<file path="src/kce_pkg.sv">
// ----------------------------------------------------------------------------
// kce_pkg - shared types and constants of the keyframe curve evaluator
// Command and status words between controller and datapath, field codes.
// ----------------------------------------------------------------------------
package kce_pkg;

  // action field codes
  localparam logic ACT_WRITE = 1'b0;
  localparam logic ACT_QUERY = 1'b1;

  // key interpolation codes (anything else interpolates as cubic)
  localparam logic [1:0] MODE_HOLD   = 2'd0;
  localparam logic [1:0] MODE_LINEAR = 2'd1;

  // configuration register indexes
  localparam logic REG_KEY_COUNT  = 1'b0;
  localparam logic REG_COMP_COUNT = 1'b1;

  localparam logic [6:0] KEY_COUNT_RESET  = 7'd1;
  localparam logic [2:0] COMP_COUNT_RESET = 3'd1;

  // quotient bits of the fraction u (Q0.30)
  localparam int          DIV_STEPS = 30;
  localparam logic [4:0]  DIV_LAST  = 5'(DIV_STEPS - 1);
  localparam logic signed [33:0] ONE_Q30 = 34'sd1073741824;

  localparam logic signed [47:0] SAT_MAX = 48'sd2147483647;
  localparam logic signed [47:0] SAT_MIN = -48'sd2147483648;

  typedef enum logic [1:0] {
    TA_ZERO,
    TA_LAST,
    TA_SCAN,
    TA_NEXT
  } taddr_sel_t;

  typedef enum logic [3:0] {
    MUL_NONE,
    MUL_UU,
    MUL_U2U,
    MUL_H10DT,
    MUL_H11DT,
    MUL_LIN,
    MUL_H00VA,
    MUL_H01VB,
    MUL_S10OS,
    MUL_S11IS
  } mul_sel_t;

  typedef enum logic [3:0] {
    DST_NONE,
    DST_U2,
    DST_U3,
    DST_S10,
    DST_S11,
    DST_ACC_VA,
    DST_ACC_LIN,
    DST_ACC_SET30,
    DST_ACC_ADD30,
    DST_ACC_ADD16
  } dst_sel_t;

  typedef struct packed {
    logic       take;      // input word accepted this cycle
    taddr_sel_t taddr;     // time store read address
    logic       ld_t0;
    logic       chk;       // clamp check against first and last key
    logic       scan;      // one step of the bracket search
    logic       div_init;
    logic       div_step;
    logic       h_load;    // build the Hermite basis
    logic       vslot_b;   // value store reads key b instead of key a
    logic       ld_a;
    logic       ld_b;
    mul_sel_t   mul;
    dst_sel_t   dst;
    logic       out_load;  // push one result word
  } cmd_t;

  typedef struct packed {
    logic clamp;
    logic found;
    logic hold;
    logic linear;
    logic div_done;
    logic comp_last;
    logic out_free;
  } sts_t;

endpackage

</file>
<file path="src/kce_ctrl.sv">
// ----------------------------------------------------------------------------
// kce_ctrl - keyframe evaluator sequencer
// Steps one word at a time through search, divide, basis and per-component
// accumulation, issuing datapath commands.
// ----------------------------------------------------------------------------
module kce_ctrl (
  input  logic          clk,
  input  logic          rst_n,
  input  logic          in_valid,
  input  logic          in_action,
  output logic          in_ready,
  output kce_pkg::cmd_t cmd,
  input  kce_pkg::sts_t sts
);

  typedef enum logic [4:0] {
    S_IDLE, S_T1, S_T2, S_SCAN, S_MODE, S_MCHK, S_DIV,
    S_M1, S_M2, S_M3, S_M4, S_M5, S_M6, S_M7, S_M8,
    S_CA, S_CB, S_CC, S_L1, S_L2,
    S_K1, S_K2, S_K3, S_K4, S_K5, S_EMIT
  } state_t;

  typedef enum logic [1:0] {
    K_HOLD,
    K_LIN,
    K_CUB
  } kind_t;

  state_t state_r, state_nxt;
  kind_t  kind_r, kind_nxt;

  always_ff @(posedge clk) begin
    if (!rst_n) begin
      state_r <= S_IDLE;
      kind_r  <= K_HOLD;
    end else begin
      state_r <= state_nxt;
      kind_r  <= kind_nxt;
    end
  end

  assign in_ready = state_r == S_IDLE;

  always_comb begin
    state_nxt = state_r;
    kind_nxt  = kind_r;
    cmd       = '0;
    unique case (state_r)
      S_IDLE: begin
        cmd.take  = in_valid;
        cmd.taddr = kce_pkg::TA_ZERO;
        if (in_valid && in_action == kce_pkg::ACT_QUERY) state_nxt = S_T1;
      end
      S_T1: begin
        cmd.ld_t0 = 1'b1;
        cmd.taddr = kce_pkg::TA_LAST;
        state_nxt = S_T2;
      end
      S_T2: begin
        cmd.chk   = 1'b1;
        cmd.taddr = kce_pkg::TA_SCAN;
        if (sts.clamp) begin
          kind_nxt  = K_HOLD;
          state_nxt = S_CA;
        end else begin
          state_nxt = S_SCAN;
        end
      end
      S_SCAN: begin
        cmd.scan  = 1'b1;
        cmd.taddr = kce_pkg::TA_NEXT;
        if (sts.found) state_nxt = S_MODE;
      end
      S_MODE: state_nxt = S_MCHK;
      S_MCHK: begin
        cmd.div_init = 1'b1;
        if (sts.hold) begin
          kind_nxt  = K_HOLD;
          state_nxt = S_CA;
        end else begin
          kind_nxt  = sts.linear ? K_LIN : K_CUB;
          state_nxt = S_DIV;
        end
      end
      S_DIV: begin
        cmd.div_step = 1'b1;
        if (sts.div_done) state_nxt = (kind_r == K_LIN) ? S_CA : S_M1;
      end
      S_M1: begin
        cmd.mul   = kce_pkg::MUL_UU;
        state_nxt = S_M2;
      end
      S_M2: begin
        cmd.dst   = kce_pkg::DST_U2;
        state_nxt = S_M3;
      end
      S_M3: begin
        cmd.mul   = kce_pkg::MUL_U2U;
        state_nxt = S_M4;
      end
      S_M4: begin
        cmd.dst   = kce_pkg::DST_U3;
        state_nxt = S_M5;
      end
      S_M5: begin
        cmd.h_load = 1'b1;
        state_nxt  = S_M6;
      end
      S_M6: begin
        cmd.mul   = kce_pkg::MUL_H10DT;
        state_nxt = S_M7;
      end
      S_M7: begin
        cmd.mul   = kce_pkg::MUL_H11DT;
        cmd.dst   = kce_pkg::DST_S10;
        state_nxt = S_M8;
      end
      S_M8: begin
        cmd.dst   = kce_pkg::DST_S11;
        state_nxt = S_CA;
      end
      S_CA: state_nxt = S_CB;
      S_CB: begin
        cmd.ld_a    = 1'b1;
        cmd.vslot_b = 1'b1;
        state_nxt   = S_CC;
      end
      S_CC: begin
        cmd.ld_b = 1'b1;
        unique case (kind_r)
          K_HOLD: begin
            cmd.dst   = kce_pkg::DST_ACC_VA;
            state_nxt = S_EMIT;
          end
          K_LIN:   state_nxt = S_L1;
          default: state_nxt = S_K1;
        endcase
      end
      S_L1: begin
        cmd.mul   = kce_pkg::MUL_LIN;
        state_nxt = S_L2;
      end
      S_L2: begin
        cmd.dst   = kce_pkg::DST_ACC_LIN;
        state_nxt = S_EMIT;
      end
      S_K1: begin
        cmd.mul   = kce_pkg::MUL_H00VA;
        state_nxt = S_K2;
      end
      S_K2: begin
        cmd.mul   = kce_pkg::MUL_H01VB;
        cmd.dst   = kce_pkg::DST_ACC_SET30;
        state_nxt = S_K3;
      end
      S_K3: begin
        cmd.mul   = kce_pkg::MUL_S10OS;
        cmd.dst   = kce_pkg::DST_ACC_ADD30;
        state_nxt = S_K4;
      end
      S_K4: begin
        cmd.mul   = kce_pkg::MUL_S11IS;
        cmd.dst   = kce_pkg::DST_ACC_ADD16;
        state_nxt = S_K5;
      end
      S_K5: begin
        cmd.dst   = kce_pkg::DST_ACC_ADD16;
        state_nxt = S_EMIT;
      end
      S_EMIT: begin
        if (sts.out_free) begin
          cmd.out_load = 1'b1;
          state_nxt    = sts.comp_last ? S_IDLE : S_CA;
        end
      end
      default: state_nxt = S_IDLE;
    endcase
  end

endmodule

</file>
<file path="config.mk">
export PLATFORM = sky130hd
export DESIGN_NAME = kce_ctrl
export DESIGN_NICKNAME = d
export VERILOG_FILES = /design/src/kce_pkg.sv /design/src/kce_ctrl.sv
export SDC_FILE = /design/constraint.sdc
export NUM_CORES = 1
export LEC_CHECK = 0
export BUFFER_PORTS_ARGS = -buffer_cell sky130_fd_sc_hd__buf_4
export CORE_MARGIN = 2
export CORE_UTILIZATION = 54
export CTS_CLUSTER_SIZE = 12
export DETAILED_ROUTE_END_ITERATION = 10
export GPL_ROUTABILITY_DRIVEN = 0
export PLACE_DENSITY = 0.92
export SYNTH_ARGS = -nofsm -noshare
export SYNTH_HDL_FRONTEND = slang
export SYNTH_SLANG_ARGS = --single-unit
</file>
<file path="constraint.sdc">
create_clock -name clk -period 2.9 [get_ports clk]
set_input_delay 0.145 -clock clk [delete_from_list [all_inputs] [get_ports clk]]
set_output_delay 0.145 -clock clk [all_outputs]
set_load 0.05 [all_outputs]
</file>
==> summary.md, run 1 <==
| Metric | Value |
|---|---|
| Run status | completed |
| Leak | 0.524 nW |
| DR vias/cell | 6.39 |
| Arr. time, crit path | 2.30 ns |
| Kind of critical path | flop to output pin |
| Most frequent cells in the layout | buf_4, nand2_1, nor2_1, nor3_1, a21oi_1 |
| Final setup violation count | 0 |
| Vias | 1277 |
| Setup slack, reg-to-reg | 0.81 ns |
| Vias in the first global route | 1060 |
| YS warnings | 0 |
| Number of synthesized register bits | 7 |
| Pre-antenna DRT Iters | 5 |
| Post-synth EDFFs | 0 |
| Area growth syn-to-layout | 22.5% |
| WL final | 2960 um |
| Worst-path clk slew | 0.06 ns |
| Tot GR Track Use | 0.286 |
| Final core utilization | 0.703 |
| Clock period minus worst slack | 2.44 ns |
| Cell Rows | 15 |
| Worst hold slack | 0.159 ns |
| Max-slew violations | 0 |
| Total power | 694 uW |
| Initial antenna violation count | 0 |
| Clk_skew | 0.00344 ns |
| Die Height | 47.1 um |
| CTS Buffer Depth | 2 |
| Crit end category | output pin |
| Reg area | 140 um2 |
| CTS H-tree lvls | 1 |
| Full die area | 2220 um2 |
| Final #Nets | 187 |
| Peak supply drop | 388 uV |
| Slew margin rel. | 0.367 |
| Synth Flop Type | dfxtp_1 |
| Sequential cell area fraction in the yosys report | 0.140 |
| Largest net degree at the start of global routing | 29 |
| CP Data Required Time | 2.76 ns |
| Io pins | 33 |
| Pwr/cell area | 565 nW/um2 |
| Netlist cell types | 47 |
| CTS Hold Bufs | 0 |
| Fmax | 410 MHz |
| Max-Cap Viols | 0 |
| Fraction of layout cells with a size suffix above 1 | 0.234 |
| Antenna Nets Post-Route | 0 |
| Core Area | 1750 um2 |
| HP Class | input port to flop |
| CTS tree | done |
| Post-cts resize count | 0 |
| Post-CTS Setup Inserts | 0 |
| CTS Buf Count | 3 |
| Final-report hold violation count | 0 |
| Initial Util | 0.574 |
| Clock sinks | 7 |
| Async S/R FF share, synth | 0 |
| Die Wd | 47.1 um |
| Fill cell count | 149 |
| Final setup TNS | 0 ns |
| Inserted Diodes | 0 |
| Starting DRT DRC Count | 67 |
| Post-synthesis cell count | 153 |
| Root buffer cell | clkbuf_4 |
| Netlist area before placement | 1000 um2 |
| Startpoint Class | flop |
| Grt ovf | 0 |
| Area of the multi-input gates | 759 um2 |
| Syn nets | 164 |
| IO Port Bufs | 32 |
| Slew of the pin with the lowest slew margin | 0.949 ns |
| Dpl hpwl | 2150 um |
| Period utilization | 0.842 |
| WL/cell | 14.8 um |
| Mean post-synth cell area | 6.55 um2 |
| CP Max Fanout | 26 |
| Clk Latency, worst-skew pair | 0.26 ns |
| Residual DRC | 0 |
| RSZ-0062 raised after global routing | false |
| Commonest non-fill, non-tap cell in the layout | buf_4 |
| Global-route wire length before repair | 4570 um |
critical path, stage by stage, from the launching register on:
cell     delay [ns]
dfxtp_1        0.83
nor2b_1        0.52
a22oi_1        0.13
o21ai_0        0.20
nand2_1        0.07
nand2_1        0.08
buf_4          0.19
state kept, by name, indices dropped and copies added, names as in the netlist:
name,flops
state_r,5
kind_r,2
cell usage after synthesis (2+ instances only):
| cell type | number | area share |
|---|---|---|
| nand2_1 | 21 | 0.079 |
| nor2_1 | 19 | 0.071 |
| nor3_1 | 12 | 0.060 |
| a21oi_1 | 10 | 0.050 |
| buf_2 | 10 | 0.050 |
| dfxtp_1 | 7 | 0.14 |
| o21ai_0 | 6 | 0.030 |
| inv_1 | 5 | 0.019 |
| nand2b_1 | 5 | 0.031 |
| nand3_1 | 5 | 0.025 |
| nand3b_1 | 4 | 0.030 |
| a211oi_1 | 3 | 0.022 |
| a22oi_1 | 3 | 0.022 |
| buf_4 | 3 | 0.022 |
| nor2b_1 | 3 | 0.019 |
| o31ai_1 | 3 | 0.022 |
| and2b_1 | 2 | 0.015 |
| and3_1 | 2 | 0.012 |
| o22ai_1 | 2 | 0.012 |
path summary, 6_finish.rpt:
check                           from                       to  depth (start not counted)
max          state_r[4]$_SDFFE_PN0P_                   cmd[1]                          6
min                           sts[3]   kind_r[0]$_SDFFE_PN0P_                          3
max reg2reg  state_r[2]$_SDFFE_PN0P_  state_r[4]$_SDFFE_PN0P_                          5
min reg2reg   kind_r[1]$_SDFFE_PN0P_   kind_r[1]$_SDFFE_PN0P_                          2
area by class of cell:
class | count | share of cell area
repair buffers | 33 | 0.202
inverters | 6 | 0.0183
multi-input cells | 125 | 0.619
clock buffers | 4 | 0.0214
flip-flops and latches | 7 | 0.114
well taps | 25 | 0.0255
per-stage QoR:
step           cells  setup slack (ns)  cell area [um2]
6_report         200             0.459             1230
5_1_grt          200             0.280             1230
2_1_floorplan    153             0.447             1000
3_3_place_gp     196             0.893             1200
4_1_cts          200             0.496             1230
3_5_place_dp     196             0.777             1200
layer usage:
layer / vias up / global-route usage / share of wire
met5: - / 0 / 0
li1: 592 / - / -
met2: 87 / 0.482 / 0.48
met4: 0 / 0.106 / 0.034
met1: 579 / 0.348 / 0.41
met3: 19 / 0.0769 / 0.080
kinds of logic (layout without fill, tap and decap cells):
logic type,after synthesis,in the layout,share of synthesized area
simple gates,79,79,0.400
compound gates,43,43,0.328
buf+inv,21,43,0.102
flops,7,7,0.140
mux,2,2,0.0212
xor+xnor,1,1,0.00874
report_power, final:
| group | switching, mW | total [mW] | internal, mW |
|---|---|---|---|
| clock network | 0.0416 | 0.0944 | 0.0529 |
| registers | 0.0572 | 0.164 | 0.107 |
| logic | 0.283 | 0.435 | 0.152 |
Note: power is estimated with default switching activity, not from simulation.
==> run 2: changes to the inputs <==
--- a/config.mk
+++ b/config.mk
@@ -7,11 +7,11 @@
 export LEC_CHECK = 0
 export BUFFER_PORTS_ARGS = -buffer_cell sky130_fd_sc_hd__buf_4
 export CORE_MARGIN = 2
-export CORE_UTILIZATION = 54
+export CORE_UTILIZATION = 45
 export CTS_CLUSTER_SIZE = 12
 export DETAILED_ROUTE_END_ITERATION = 10
 export GPL_ROUTABILITY_DRIVEN = 0
-export PLACE_DENSITY = 0.92
+export PLACE_DENSITY = 0.82
 export SYNTH_ARGS = -nofsm -noshare
 export SYNTH_HDL_FRONTEND = slang
 export SYNTH_SLANG_ARGS = --single-unit
==> constraint.sdc (replaced) <==
create_clock -name clk -period 2 [get_ports clk]
set_input_delay 0.1 -clock clk [delete_from_list [all_inputs] [get_ports clk]]
set_output_delay 0.1 -clock clk [all_outputs]
set_load 0.05 [all_outputs]
==> run 2 against run 1 <==
Against the previous run: count of clock-buffer cells in the layout unchanged; worst setup slack worse by 0.29 ns; critical endpoint unchanged; flip-flop and latch count unchanged; highest routed layer unchanged; utilization down 9.5 points.
==> summary.md, run 2 (synthesized netlist as in run 1, its figures left out) <==
| Metric | Value |
|---|---|
| Slew margin rel. | 0.747 (was 0.367) |
| Commonest non-fill, non-tap cell in the layout | buf_4 (unchanged) |
| Vias in the first global route | 1142 (was 1060) |
| Leak | 0.566 nW (was 0.524 nW) |
| Starting DRT DRC Count | 83 (was 67) |
| WL final | 3240 um (was 2960 um) |
| Period utilization | 0.917 |
| Final #Nets | 193 (was 187) |
| Largest stage delay, worst path | 0.55 ns (was 0.83 ns) |
| Startpoint Class | flop (unchanged) |
| Grt ovf | 0 (unchanged) |
| Largest regs | state_r (5), kind_r (2) (unchanged) |
| CP Data Required Time | 1.90 ns (was 2.76 ns) |
| Cell Rows | 17 (was 15) |
| Clk Latency, worst-skew pair | 0.26 ns (about the same) |
| Fmax | 545 MHz |
| Io pins | 33 (unchanged) |
| Final setup violation count | 0 (unchanged) |
| CTS H-tree lvls | 1 (unchanged) |
| IO Port Bufs | 32 (unchanged) |
| CP Max Fanout | 12 (was 26) |
| Core Area | 2150 um2 (was 1750 um2) |
| Finished Layout Cells | 209 (was 200) |
| Max reg flops | 5 (unchanged) |
| Cell area after layout | 1310 um2 (was 1230 um2) |
| Placed inst area | 1270 um2 (was 1200 um2) |
| Pwr/cell area | 793 nW/um2 (was 565 nW/um2) |
| HP Class | input port to flop (unchanged) |
| Clk_skew | 0.00799 ns (was 0.00344 ns) |
| CP Cell Sequence | and2b_1 -> a22oi_1 -> o21ai_0 -> nand2_1 -> nand2_1 -> buf_4 (was nor2b_1 -> a22oi_1 -> o21ai_0 -> nand2_1 -> nand2_1 -> buf_4) |
| Final-report hold violation count | 0 (unchanged) |
| Dpl hpwl | 2460 um (was 2150 um) |
| Max-Cap Viols | 0 (unchanged) |
| Residual DRC | 0 (unchanged) |
| Clock period minus worst slack | 1.83 ns |
| Crit end category | output pin (unchanged) |
| Initial antenna violation count | 0 (unchanged) |
| Kind of critical path | flop to output pin (unchanged) |
| Hold depth | 2 (was 3) |
| CTS Buf Count | 3 (unchanged) |
| CTS tree | done (unchanged) |
| Arr. time, crit path | 1.73 ns (was 2.30 ns) |
| CP bufs+invs | 1 (unchanged) |
| Fraction of layout cells with a size suffix above 1 | 0.298 (was 0.234) |
| Largest net degree at the start of global routing | 24 (was 29) |
| Root buffer cell | clkbuf_4 (unchanged) |
| Die Wd | 51.2 um (was 47.1 um) |
| Clock sinks | 7 (unchanged) |
| Final core utilization | 0.608 (was 0.703) |
| Tot GR Track Use | 0.261 (was 0.286) |
| Most frequent cells in the layout | buf_4, nand2_1, nor2_1, a21oi_1, nor3_1 (was buf_4, nand2_1, nor2_1, nor3_1, a21oi_1) |
| Slew of the pin with the lowest slew margin | 0.379 ns (was 0.949 ns) |
| Area growth syn-to-layout | 30.3% (was 22.5%) |
| Final setup TNS | 0 ns (unchanged) |
| Most frequent CP cell | nand2_1 (unchanged) |
| Post-Place Cells | 205 (was 196) |
| Initial Util | 0.467 (was 0.574) |
| Slowest stage cell, crit path | dfxtp_1 (unchanged) |
| CTS Buffer Depth | 2 (unchanged) |
| Antenna Nets Post-Route | 0 (unchanged) |
| Full die area | 2620 um2 (was 2220 um2) |
| WL/cell | 15.5 um (was 14.8 um) |
| Run status | completed (unchanged) |
| Reg with most FFs | state_r (unchanged) |
| Total power | 1.04 mW (was 694 uW) |
| RSZ-0062 raised after global routing | false (unchanged) |
| Peak supply drop | 547 uV (was 388 uV) |
| Pre-antenna DRT Iters | 5 (unchanged) |
| Reg2Reg Depth | 6 (was 5) |
| Die Height | 51.2 um (was 47.1 um) |
| Global-route wire length before repair | 5220 um (was 4570 um) |
| CP Depth | 6 (unchanged) |
| Worst-path clk slew | 0.06 ns (about the same) |
| Crit path max-delay family | flip-flops (unchanged) |
| CTS Hold Bufs | 0 (unchanged) |
| Inserted Diodes | 0 (unchanged) |
| DR vias/cell | 6.14 (was 6.39) |
| Max-slew violations | 0 (unchanged) |
| Vias | 1284 (was 1277) |
[run 2: changes by cell type in the layout (fill, tap and decap cells not counted), sizes merged]
cell	change
buf	+6
[run 2: cell type report]
cell class | count | area, um2
multi-input combinational | 125 | 787
timing repair buffer | 39 | 293
tap | 28 | 35.0
clock buffer | 4 | 26.3
fill | 194 | 842
sequential | 7 | 143
inverter | 6 | 22.5
[run 2: where the power goes]
group,switching [mW],internal [mW]
registers,0.0285,0.156
logic,0.478,0.238
clock network,0.0592,0.0766
total,0.565,0.471
[run 2: path summary, 6_finish.rpt]
path | from | endpoint | slack (ns)
max | state_r[4]$_SDFFE_PN0P_ | cmd[1] | 0.17
min | rst_n | state_r[2]$_SDFFE_PN0P_ | 0.11
max reg2reg | state_r[4]$_SDFFE_PN0P_ | state_r[3]$_SDFFE_PN0P_ | 0.17
min reg2reg | kind_r[1]$_SDFFE_PN0P_ | kind_r[1]$_SDFFE_PN0P_ | 0.60
[run 2: per-stage QoR]
step / setup slack [ns] / hold slack, ns
3_3_place_gp: 0.258 / 0.367
5_1_grt: 0.0658 / 0.130
2_1_floorplan: -0.218 / 0.241
3_5_place_dp: 0.199 / 0.379
4_1_cts: 0.0829 / 0.106
6_report: 0.167 / 0.106
[run 2: what timing repair did]
item,in CTS,in global routing
buffers inserted,0,0
cloned,0,0
resized for setup,1,3
endpoints found under the setup margin,1,7
[run 2: per-layer routing]
layer  up-vias  GRT usage  part of all wire
li1        608          -                 -
met1       587      0.346              0.39
met2        83      0.439              0.49
met3         6     0.0380              0.10
met4         0     0.0676             0.011
met5         -          0                 0
==> run 3: changes to the inputs <==
--- a/config.mk
+++ b/config.mk
@@ -5,12 +5,13 @@
 export SDC_FILE = /design/constraint.sdc
 export NUM_CORES = 1
 export LEC_CHECK = 0
+export ABC_AREA = 1
 export BUFFER_PORTS_ARGS = -buffer_cell sky130_fd_sc_hd__buf_4
 export CORE_MARGIN = 2
-export CORE_UTILIZATION = 45
-export CTS_CLUSTER_SIZE = 12
+export CORE_UTILIZATION = 44
 export DETAILED_ROUTE_END_ITERATION = 10
 export GPL_ROUTABILITY_DRIVEN = 0
+export MAX_ROUTING_LAYER = met4
 export PLACE_DENSITY = 0.82
 export SYNTH_ARGS = -nofsm -noshare
 export SYNTH_HDL_FRONTEND = slang
==> run 3 against run 2 <==
Against the previous run: first-iteration DRC count decreased by 36%; area after synthesis decreased by 6.5%; worst hold slack got worse by 0.030 ns; critical path depth decreased by 1; combinational power decreased by 10%; wire length decreased by 11%; utilization increased by 0.12 points; count of clock-buffer cells in the layout unchanged; global-route usage decreased by 1.5 points; register-to-register slack improved by 0.16 ns; critical endpoint unchanged; largest cell class unchanged.
==> summary.md, run 3 <==
| Metric | Value |
|---|---|
| Cell Rows | 16 (was 17) |
| Post-synth EDFFs | 0 (unchanged) |
| Clock sinks | 7 (unchanged) |
| Final-report hold violation count | 0 (unchanged) |
| Syn nets | 189 (was 164) |
| RSZ-0062 raised after global routing | false (unchanged) |
| Crit end category | output pin (unchanged) |
| Synth Flop Type | dfxtp_1 (unchanged) |
| Netlist area before placement | 937 um2 (was 1000 um2) |
| Most instantiated library cell after synthesis | nand2_1 (unchanged) |
| CTS tree | done (unchanged) |
| Vias in the first global route | 1095 (was 1142) |
| CTS Buf Count | 3 (unchanged) |
| Area contributors post-synth | nand2_1, dfxtp_1, nor2_1 (was dfxtp_1, nand2_1, nor2_1) |
| Residual DRC | 0 (unchanged) |
| Global-route wire length before repair | 4730 um (was 5220 um) |
| Max-Cap Viols | 0 (unchanged) |
| Full die area | 2520 um2 (was 2620 um2) |
| Clk Latency, worst-skew pair | 0.25 ns (was 0.26 ns) |
| Post-CTS Setup Inserts | 0 (unchanged) |
| Cell area after layout | 1210 um2 (was 1310 um2) |
| Inserted Diodes | 0 (unchanged) |
| CP Cell Sequence | nand3_1 -> nor2_4 -> nand2_1 -> o2111ai_1 -> buf_4 (was and2b_1 -> a22oi_1 -> o21ai_0 -> nand2_1 -> nand2_1 -> buf_4) |
| Area growth syn-to-layout | 28.8% (was 30.3%) |
| Largest net degree at the start of global routing | 11 (was 24) |
| Fmax | 536 MHz (was 545 MHz) |
| CP Max Fanout | 10 (was 12) |
| Initial Util | 0.473 (was 0.467) |
| Slowest stage cell, crit path | dfxtp_1 (unchanged) |
| Placed inst area | 1180 um2 (was 1270 um2) |
| Final setup TNS | 0 ns (unchanged) |
| Commonest non-fill, non-tap cell in the layout | nand2_1 (was buf_4) |
| Antenna Nets Post-Route | 0 (unchanged) |
| Worst hold slack | 0.0756 ns (was 0.106 ns) |
| Die Height | 50.2 um (was 51.2 um) |
| Dpl hpwl | 2380 um (was 2460 um) |
| Clk_skew | 0.000783 ns (was 0.00799 ns) |
| YS warnings | 0 (unchanged) |
| Reg with most FFs | state_r (unchanged) |
| Area leader, netlist | nand2_1 (was dfxtp_1) |
| Leak | 0.731 nW (was 0.566 nW) |
| Fraction of layout cells with a size suffix above 1 | 0.251 (was 0.298) |
| WL final | 2890 um (was 3240 um) |
| Peak supply drop | 531 uV (was 547 uV) |
| CP Data Required Time | 1.90 ns (about the same) |
| Core Area | 1980 um2 (was 2150 um2) |
| IO Port Bufs | 32 (unchanged) |
| Io pins | 33 (unchanged) |
| Die Wd | 50.2 um (was 51.2 um) |
| Tot GR Track Use | 0.246 (was 0.261) |
| Run status | completed (unchanged) |
| Initial antenna violation count | 0 (unchanged) |
| CTS H-tree lvls | 1 (unchanged) |
| Worst-path clk slew | 0.05 ns (was 0.06 ns) |
| Synth cell count leaders | nand2_1, nor2_1, inv_1 (was nand2_1, nor2_1, nor3_1) |
| Post-synthesis cell count | 178 (was 153) |
| HP Class | input port to flop (unchanged) |
| Grt ovf | 0 (unchanged) |
| CTS Hold Bufs | 0 (unchanged) |
| Largest stage delay, worst path | 0.56 ns (was 0.55 ns) |
| Startpoint Class | flop (unchanged) |
| Final core utilization | 0.609 (was 0.608) |
| CTS Buffer Depth | 2 (unchanged) |
| Number of synthesized register bits | 7 (unchanged) |
| Slew of the pin with the lowest slew margin | 0.397 ns (was 0.379 ns) |
| Crit path max-delay family | simple AND/OR/NAND/NOR gates (was flip-flops) |
| Clock period minus worst slack | 1.87 ns (was 1.83 ns) |
| Synth top area share | 0.184 (was 0.140) |
| Max-slew violations | 0 (unchanged) |
| DR vias/cell | 5.22 (was 6.14) |
| WL/cell | 12.2 um (was 15.5 um) |
| Slew margin rel. | 0.735 (was 0.747) |
| Starting DRT DRC Count | 53 (was 83) |
| Async S/R FF share, synth | 0 (unchanged) |
| Most frequent cells in the layout | nand2_1, nor2_1, buf_4, inv_1, nand3_1 (was buf_4, nand2_1, nor2_1, a21oi_1, nor3_1) |
| Sequential cell area fraction in the yosys report | 0.150 (was 0.140) |
| Fill cell count | 205 (was 194) |
| Finished Layout Cells | 238 (was 209) |
| Final #Nets | 223 (was 193) |
| Largest regs | state_r (5), kind_r (2) (unchanged) |
| CP bufs+invs | 1 (unchanged) |
| Period utilization | 0.934 (was 0.917) |
| Post-cts resize count | 0 (was 1) |
| Netlist cell types | 21 (was 47) |
| Max reg flops | 5 (unchanged) |
| Post-Place Cells | 234 (was 205) |
| Pre-antenna DRT Iters | 5 (unchanged) |
| Kind of critical path | flop to output pin (unchanged) |
| Vias | 1243 (was 1284) |
| Pwr/cell area | 796 nW/um2 (was 793 nW/um2) |
| Final setup violation count | 0 (unchanged) |
| Mean post-synth cell area | 5.26 um2 (was 6.55 um2) |
| Root buffer cell | clkbuf_4 (unchanged) |
| Arr. time, crit path | 1.77 ns (was 1.73 ns) |
## run 3: cell types whose count changed in the layout (fill, tap and decap cells not counted), sizes merged, moves of 4 or more
| cell | change |
|---|---|
| nand3 | +15 |
| nand2b | -5 |
| inv | +29 |
| nor2b | -4 |
| buf | -6 |
| nor2 | +22 |
| nand2 | +28 |
| nor3 | -11 |
## run 3: stage by stage
stage | power, mW | worst slack (ns)
floorplan | 0.674 | 0.0105
global placement | 0.819 | 0.437
detailed placement | 0.827 | 0.398
CTS | 0.961 | 0.155
global route | 1.03 | 0.0701
finish | 0.961 | 0.133
## run 3: final timing paths
path	from	endpoint	slack (ns)	cells past startpoint
setup / recovery	state_r[0]$_SDFFE_PN0P_	cmd[1]	0.13	5
hold / removal	rst_n	state_r[4]$_SDFFE_PN0P_	0.08	3
setup reg to reg	state_r[0]$_SDFFE_PN0P_	state_r[0]$_SDFFE_PN0P_	0.33	8
hold reg to reg	kind_r[0]$_SDFFE_PN0P_	kind_r[0]$_SDFFE_PN0P_	0.48	2
## run 3: power by group
part	switching, mW	internal [mW]
registers	0.0374	0.156
clock network	0.0489	0.0759
logic	0.459	0.183
total	0.546	0.415
## run 3: cell families (layout without fill, tap and decap cells)
kind of cell	after synthesis	count (layout)	synth area share
compound gates	17	17	0.0988
buf+inv	38	71	0.184
flops	7	7	0.150
simple gates	116	116	0.567
## run 3: area by class of cell
class | count | area, um2 | area share
Multi-Input combinational cell | 133 | 624 | 0.517
Timing Repair Buffer | 33 | 248 | 0.205
Sequential cell | 7 | 140 | 0.116
Inverter | 34 | 135 | 0.112
Tap cell | 27 | 33.8 | 0.0280
Clock buffer | 4 | 26.3 | 0.0218
## run 3: layer usage
layer	part of all wire	GRT usage	vias to the layer above
met4	0.011	0.0556	0
li1	-	-	618
met3	0.10	0.0744	5
met2	0.48	0.393	72
met1	0.40	0.303	548
met5	0	-	-
## run 3: worst register-to-register path, cell delays in order, from the launching register on
cell     delay (ns)
dfxtp_1        0.56
nand3_1        0.23
nor2_4         0.20
nand2_1        0.18
nand2_1        0.13
nor2_1         0.05
nand3_1        0.08
nand2_1        0.06
a21oi_1        0.12
